File: src/rtl/phash_dct_32x32_low8x8_core_assert.svh
`ifndef PHASH_DCT_32X32_LOW8X8_CORE_ASSERT_SVH
`define PHASH_DCT_32X32_LOW8X8_CORE_ASSERT_SVH

// same-cycle implication
`define PHD_ASSERT_NOW(lbl, ante, cons) \
    lbl: assert property (@(posedge aclk) disable iff (!aresetn) (ante) |-> (cons)) \
        else $error("phd assertion failed");

// next-cycle implication
`define PHD_ASSERT_NEXT(lbl, ante, cons) \
    lbl: assert property (@(posedge aclk) disable iff (!aresetn) (ante) |=> (cons)) \
        else $error("phd assertion failed");

`endif

File: src/rtl/phd_pkg.sv
`default_nettype none
package phd_pkg;

    localparam int IMAGE_SIZE = 32;
    localparam int OUT_SIZE   = 8;
    localparam int PIX_W      = 8;
    localparam int COS_W      = 16;
    localparam int RP_W       = 28;
    localparam int PROD_W     = RP_W + COS_W;
    localparam int ACC_W      = 50;
    localparam int COEF_W     = 19;
    localparam int AC_W       = 26;
    localparam int ACM_W      = 25;
    localparam int RND_SHIFT  = 28;
    localparam int IDX_W      = 6;
    localparam logic [IDX_W-1:0] LAST_IDX = 6'd63;
    localparam logic [COEF_W-2:0] COEF_MAX = 18'h3FFFF;
    localparam logic signed [AC_W-1:0] AC_MAX = 26'sd16777215;

    typedef enum logic [2:0] {
        ST_LOAD,
        ST_ROW,
        ST_ROW_WAIT,
        ST_COL,
        ST_COL_WAIT,
        ST_EMIT
    } state_t;

    typedef struct packed {
        logic       pix_we;
        logic [9:0] pix_addr;
        logic       mac_en;
        logic       col_mode;
        logic       first;
        logic       last;
        logic       final_step;
        logic [7:0] rp_addr;
        logic [4:0] cos_x;
        logic [2:0] cos_y;
        logic       out_load;
        logic [IDX_W-1:0] coef_index;
    } cmd_t;

    typedef struct packed {
        logic row_done;
        logic coef_ready;
        logic out_free;
    } status_t;

    typedef struct packed {
        logic       valid;
        logic       col_mode;
        logic       first;
        logic       last;
        logic       final_step;
        logic [7:0] waddr;
    } ctl_t;

    // cos(pi*(2x+1)*y/64) in signed q1.14
    function automatic logic signed [COS_W-1:0] cos_q14(input logic [4:0] x,
                                                        input logic [2:0] y);
        logic [8:0] k;
        logic [6:0] a;
        logic       neg;
        logic [14:0] mag;
        k   = 9'({x, 1'b1}) * 9'(y);
        a   = k[6:0];
        neg = 1'b0;
        if (a > 7'd64) a = 7'd0 - a;
        if (a > 7'd32) begin
            a   = 7'd64 - a;
            neg = 1'b1;
        end
        unique case (a[5:0])
            6'd0:  mag = 15'd16384;
            6'd1:  mag = 15'd16364;
            6'd2:  mag = 15'd16305;
            6'd3:  mag = 15'd16207;
            6'd4:  mag = 15'd16069;
            6'd5:  mag = 15'd15893;
            6'd6:  mag = 15'd15679;
            6'd7:  mag = 15'd15426;
            6'd8:  mag = 15'd15137;
            6'd9:  mag = 15'd14811;
            6'd10: mag = 15'd14449;
            6'd11: mag = 15'd14053;
            6'd12: mag = 15'd13623;
            6'd13: mag = 15'd13160;
            6'd14: mag = 15'd12665;
            6'd15: mag = 15'd12140;
            6'd16: mag = 15'd11585;
            6'd17: mag = 15'd11003;
            6'd18: mag = 15'd10394;
            6'd19: mag = 15'd9760;
            6'd20: mag = 15'd9102;
            6'd21: mag = 15'd8423;
            6'd22: mag = 15'd7723;
            6'd23: mag = 15'd7005;
            6'd24: mag = 15'd6270;
            6'd25: mag = 15'd5520;
            6'd26: mag = 15'd4756;
            6'd27: mag = 15'd3981;
            6'd28: mag = 15'd3196;
            6'd29: mag = 15'd2404;
            6'd30: mag = 15'd1606;
            6'd31: mag = 15'd804;
            default: mag = 15'd0;
        endcase
        return neg ? -$signed({1'b0, mag}) : $signed({1'b0, mag});
    endfunction

endpackage
`default_nettype wire

File: src/rtl/phd_ctrl.sv
`default_nettype none
module phd_ctrl (
    input  wire              aclk,
    input  wire              aresetn,
    input  wire              s_valid,
    output logic             s_ready,
    input  phd_pkg::status_t status,
    output phd_pkg::cmd_t    cmd
);
    import phd_pkg::*;

    state_t      state_reg, state_next;
    logic [12:0] cnt_reg, cnt_next;
    logic [5:0]  k_reg, k_next;

    always_ff @(posedge aclk) begin
        if (!aresetn) begin
            state_reg <= ST_LOAD;
            cnt_reg   <= '0;
            k_reg     <= '0;
        end else begin
            state_reg <= state_next;
            cnt_reg   <= cnt_next;
            k_reg     <= k_next;
        end
    end

    always_comb begin
        state_next = state_reg;
        cnt_next   = cnt_reg;
        k_next     = k_reg;
        unique case (state_reg)
            ST_LOAD: begin
                if (s_valid) begin
                    if (cnt_reg[9:0] == 10'h3FF) begin
                        cnt_next   = '0;
                        state_next = ST_ROW;
                    end else begin
                        cnt_next = cnt_reg + 13'd1;
                    end
                end
            end
            ST_ROW: begin
                cnt_next = cnt_reg + 13'd1;
                if (cnt_reg == 13'h1FFF) state_next = ST_ROW_WAIT;
            end
            ST_ROW_WAIT: begin
                if (status.row_done) state_next = ST_COL;
            end
            ST_COL: begin
                if (cnt_reg[4:0] == 5'd31) begin
                    cnt_next   = '0;
                    state_next = ST_COL_WAIT;
                end else begin
                    cnt_next = cnt_reg + 13'd1;
                end
            end
            ST_COL_WAIT: begin
                if (status.coef_ready) state_next = ST_EMIT;
            end
            ST_EMIT: begin
                if (status.out_free) begin
                    k_next     = k_reg + 6'd1;
                    state_next = (k_reg == LAST_IDX) ? ST_LOAD : ST_COL;
                end
            end
            default: state_next = ST_LOAD;
        endcase
    end

    always_comb begin
        s_ready        = (state_reg == ST_LOAD);
        cmd            = '0;
        cmd.pix_addr   = cnt_reg[9:0];
        cmd.coef_index = k_reg;
        unique case (state_reg)
            ST_LOAD: begin
                cmd.pix_we = s_valid;
            end
            ST_ROW: begin
                cmd.mac_en     = 1'b1;
                cmd.pix_addr   = {cnt_reg[12:8], cnt_reg[4:0]};
                cmd.cos_x      = cnt_reg[4:0];
                cmd.cos_y      = cnt_reg[7:5];
                cmd.rp_addr    = cnt_reg[12:5];
                cmd.first      = (cnt_reg[4:0] == 5'd0);
                cmd.last       = (cnt_reg[4:0] == 5'd31);
                cmd.final_step = (cnt_reg == 13'h1FFF);
            end
            ST_COL: begin
                cmd.mac_en   = 1'b1;
                cmd.col_mode = 1'b1;
                cmd.rp_addr  = {cnt_reg[4:0], k_reg[2:0]};
                cmd.cos_x    = cnt_reg[4:0];
                cmd.cos_y    = k_reg[5:3];
                cmd.first    = (cnt_reg[4:0] == 5'd0);
                cmd.last     = (cnt_reg[4:0] == 5'd31);
            end
            ST_EMIT: begin
                cmd.out_load = status.out_free;
            end
            default: begin
            end
        endcase
    end

endmodule
`default_nettype wire

File: config.mk
export PLATFORM = sky130hd
export DESIGN_NAME = phd_ctrl
export DESIGN_NICKNAME = d
export VERILOG_FILES = /design/src/rtl/phash_dct_32x32_low8x8_core_assert.svh /design/src/rtl/phd_pkg.sv /design/src/rtl/phd_ctrl.sv
export SDC_FILE = /design/constraint.sdc
export NUM_CORES = 1
export LEC_CHECK = 0
export ABC_AREA = 1
export BUFFER_PORTS_ARGS = -buffer_cell sky130_fd_sc_hd__buf_4
export CAP_MARGIN = 20
export CORE_UTILIZATION = 50
export CTS_BUF_LIST = sky130_fd_sc_hd__clkbuf_2
export DETAILED_ROUTE_END_ITERATION = 8
export PLACE_DENSITY = 0.78
export SETUP_SLACK_MARGIN = 0.02
export SYNTH_ARGS = -nofsm -noshare
export SYNTH_HDL_FRONTEND = slang
export SYNTH_SLANG_ARGS = --single-unit
export TNS_END_PERCENT = 100
File: constraint.sdc
create_clock -name aclk -period 1.9 [get_ports aclk]
set_input_delay 0.285 -clock aclk [delete_from_list [all_inputs] [get_ports aclk]]
set_output_delay 0.285 -clock aclk [all_outputs]
set_load 0.01 [all_outputs]
==> results.sh <==
export IMPL_via_count=1704
export IMPL_dr_first_iter_drc_count=135
export IMPL_critPathSlowestCell="dfxtp_4"
export IMPL_timing_rr_end="cnt_reg[11]"
export IMPL_cts_root_buf="clkbuf_2"
export IMPL_cp_cell_sequence="inv_1, nand2_1, nor2_4, buf_12, nand2_1, o21ai_0, buf_4"
export IMPL_setup_viol=0
export IMPL_violations="DRC"
export IMPL_worstSetupEndpointType="output port"
export IMPL_hp_class="in2reg"
export IMPL_maxSlewHeadroom_pct=76.1
export IMPL_synth_area_sq_um=1560
export IMPL_gp_congestion=0.869
export IMPL_nFillCells=259
export IMPL_cap_violations=0
export IMPL_grt_max_degree=13
export IMPL_antenna_found_initial=0
export IMPL_fin_area_sq_um=2050
export IMPL_placed_area_sq_um=1920
export IMPL_clk_pin_slew_ps=210
export IMPL_cellLeakagePower_nw=0.952
export IMPL_route_detailed_drc=3
export IMPL_core_sq_um=2850
export IMPL_ys_types=28
export IMPL_powerDensity_nw_per_um2=853
export IMPL_postSynthCellCount=243
export IMPL_path_max_fanout=10
export IMPL_rsz0062_at_grt="true"
export IMPL_period_share_pct=96.6
export IMPL_hp_start="aresetn"
export IMPL_cts_max_path_buffers=2
export IMPL_worstHoldEndpoint="state_reg[2]"
export IMPL_tightest_slew_ps=356
export IMPL_yosysWarnings=0
export IMPL_ys_ff_latch=22
export IMPL_r2r_cells=7
export IMPL_layout_drive_gt1_share_pct=32.4
export IMPL_ir_drop_mv=0.630
export IMPL_critPathLaunchType="flip-flop"
export IMPL_die_width_um=57.9
export IMPL_drv_slew=0
export IMPL_cp_arrival_ps=1550
export IMPL_hpwlAfterDp_mm=3.26
export IMPL_cp_num_buf_inv=3
export IMPL_critPathKind="reg2out"
export IMPL_routed_via_density=5.26
export IMPL_antenna_left=0
export IMPL_r2r_setup_slack_ps=240
export IMPL_track_usage_pct=25.7
export IMPL_firstDrtPassIters=6
export IMPL_ctsHtreeMaxLevel=1
export IMPL_diodes=0
export IMPL_start_util_pct=54.8
export IMPL_finClkSkew_ps=5.28
export IMPL_avgSynthCellArea_sq_um=6.43
export IMPL_final_nets=304
export IMPL_dpl_cell_count=316
export IMPL_hold_viol_final=0
export IMPL_fin_cells=324
export IMPL_outcome="finished with violations"
export IMPL_synth_net_count=253
export IMPL_wire_per_inst_um=13.5
export IMPL_cts_hold_fix_buffers=0
export IMPL_drt_wl_total_mm=4.38
export IMPL_cts_buffers_inserted=3
export IMPL_critical_path_max_stage_delay_ps=410
export IMPL_grt_pass1_vias=1459
export IMPL_cts_tree="done"
export IMPL_ios=46
export IMPL_min_path_cells=3
export IMPL_port_buffers=45
export IMPL_fmax_mhz=545
export IMPL_die_area_sq_um=3350
export IMPL_r2r_start="state_reg[1]"
export IMPL_clk_latency_ps=340
export IMPL_die_h_um=57.9
export IMPL_largest_reg_flops=13
export IMPL_synthToLayoutAreaGrowth_pct=31.1
export IMPL_row_count=19
export IMPL_cts_sinks=22
export IMPL_critPathRequiredTime_ps=1620
export IMPL_overflow=0
export IMPL_cp_common_cell="nand2_1"
export IMPL_critical_path_top_delay_family="flip-flops"
export IMPL_grt_pass1_wl_mm=6.62
export IMPL_yosysSeqAreaShare_pct=28.2
export IMPL_layout_min_cycle_time_ps=1840
==> cells in the mapped netlist <==
master / number / area [sq um]
nand2_1: 58 / 218
inv_1: 33 / 124
nor2_1: 32 / 120
dfxtp_1: 22 / 440
nand3_1: 18 / 90.1
o21ai_0: 17 / 85.1
a21oi_1: 16 / 80.1
buf_4: 5 / 37.5
nor2_4: 5 / 56.3
ha_1: 4 / 50.1
nand4_1: 4 / 25.0
nor3_1: 4 / 20.0
o22ai_1: 4 / 25.0
inv_2: 3 / 11.3
buf_6: 2 / 22.5
nand2_4: 2 / 22.5
nor3_2: 2 / 20.0
xor2_1: 2 / 17.5
a211oi_1: 1 / 7.51
a21oi_2: 1 / 8.76
buf_8: 1 / 15.0
clkbuf_1: 1 / 3.75
clkinv_1: 1 / 3.75
nor3_4: 1 / 16.3
nor3b_2: 1 / 12.5
o21a_1: 1 / 7.51
o21ai_4: 1 / 16.3
or2_0: 1 / 6.26
==> per-layer routing <==
| layer | routed length [um] | global-route usage (%) | part of all wire [%] |
|---|---|---|---|
| met4 | 52 | 6.80 | 1.2 |
| met3 | 194 | 4.91 | 4.4 |
| met1 | 1950 | 32.6 | 44 |
| met5 | 0 | 0 | 0 |
| met2 | 2180 | 44.5 | 50 |
==> worst max path at each step <==
stage                             from    endpoint  cells after the start
after floorplan           state_reg[1]     cmd[18]                      4
after global placement      cnt_reg[0]  cnt_reg[9]                     11
after detailed placement    cnt_reg[0]  cnt_reg[9]                     11
after CTS                 state_reg[1]     cmd[23]                      7
after global routing      state_reg[1]     cmd[37]                      7
final                     state_reg[1]     cmd[22]                      7
==> repair_timing <==
item | CTS | global route
setup endpoints to repair | 17 | 23
setup buffers | 2 | 2
pin swaps | 0 | 1
resized for setup | 9 | 20
==> cell families (layout without fill, tap and decap cells) <==
family | count (synthesis) | in the layout | synth area share (%)
buffers and inverters | 46 | 96 | 13.9
DFF | 22 | 22 | 28.2
AOI/OAI and AO/OA | 41 | 41 | 14.7
xor gates and xnor gates | 2 | 2 | 1.12
adders and majority gates | 4 | 4 | 3.20
and+or+nand+nor | 128 | 128 | 38.8
==> report_power, final <==
part	leakage, nW	internal, mW	switching, mW
registers	0.182	0.532	0.0909
clock network	0.0140	0.0457	0.150
logic	0.756	0.355	0.574
total	0.952	0.932	0.816
==> tightest hold or removal path: stages <==
cell and delay, ps:
buf_4 150, nand2_1 70, nor2_1 30
==> metrics by stage <==
step / utilization [%] / TNS [ps] / setup slack, ps / hold WS (ps) / power [mW]
after floorplan: - / 0 / 221 / 406 / 1.26
after global placement: 67.2 / 0 / 153 / 489 / 1.44
after detailed placement: 67.2 / 0 / 51.3 / 494 / 1.45
after CTS: 68.9 / 0 / 19.9 / 193 / 1.68
after global routing: 71.8 / -57.9 / -24.0 / 198 / 1.88
final: 71.8 / 0 / 64.6 / 202 / 1.75
==> cells in the final DEF (no fill, tap or decap) <==
master,instances
o22ai_1,4
ha_2,1
nand2_2,2
ha_4,1
nand2_1,56
nor3_4,1
nand4_1,4
a21oi_1,16
or2_0,1
inv_2,7
nor3_1,4
nor3b_2,1
buf_12,1
o21ai_4,1
dfxtp_2,5
clkbuf_2,3
bufinv_8,1
dfxtp_1,14
nand3_1,17
a21oi_2,1
o21ai_0,17
nor2_4,7
clkinv_1,1
dfxtp_4,3
inv_1,29
ha_1,2
buf_4,54
o21a_1,1
nand2_4,2
nor2_1,29
nor2_2,1
a211oi_1,1
xor2_1,2
nor3_2,2
nand3_4,1
==> area by class of cell <==
cell class	instances	area [sq um]	area share, %
multi-input cells	175	955	46.6
flip-flops and latches	22	458	22.4
clock buffers	3	15.0	0.733
inverters	37	153	7.45
clock inverters	1	3.75	0.183
repair buffers	55	425	20.8
well taps	31	38.8	1.89
No activity file was read; power rests on OpenSTA's default activity.
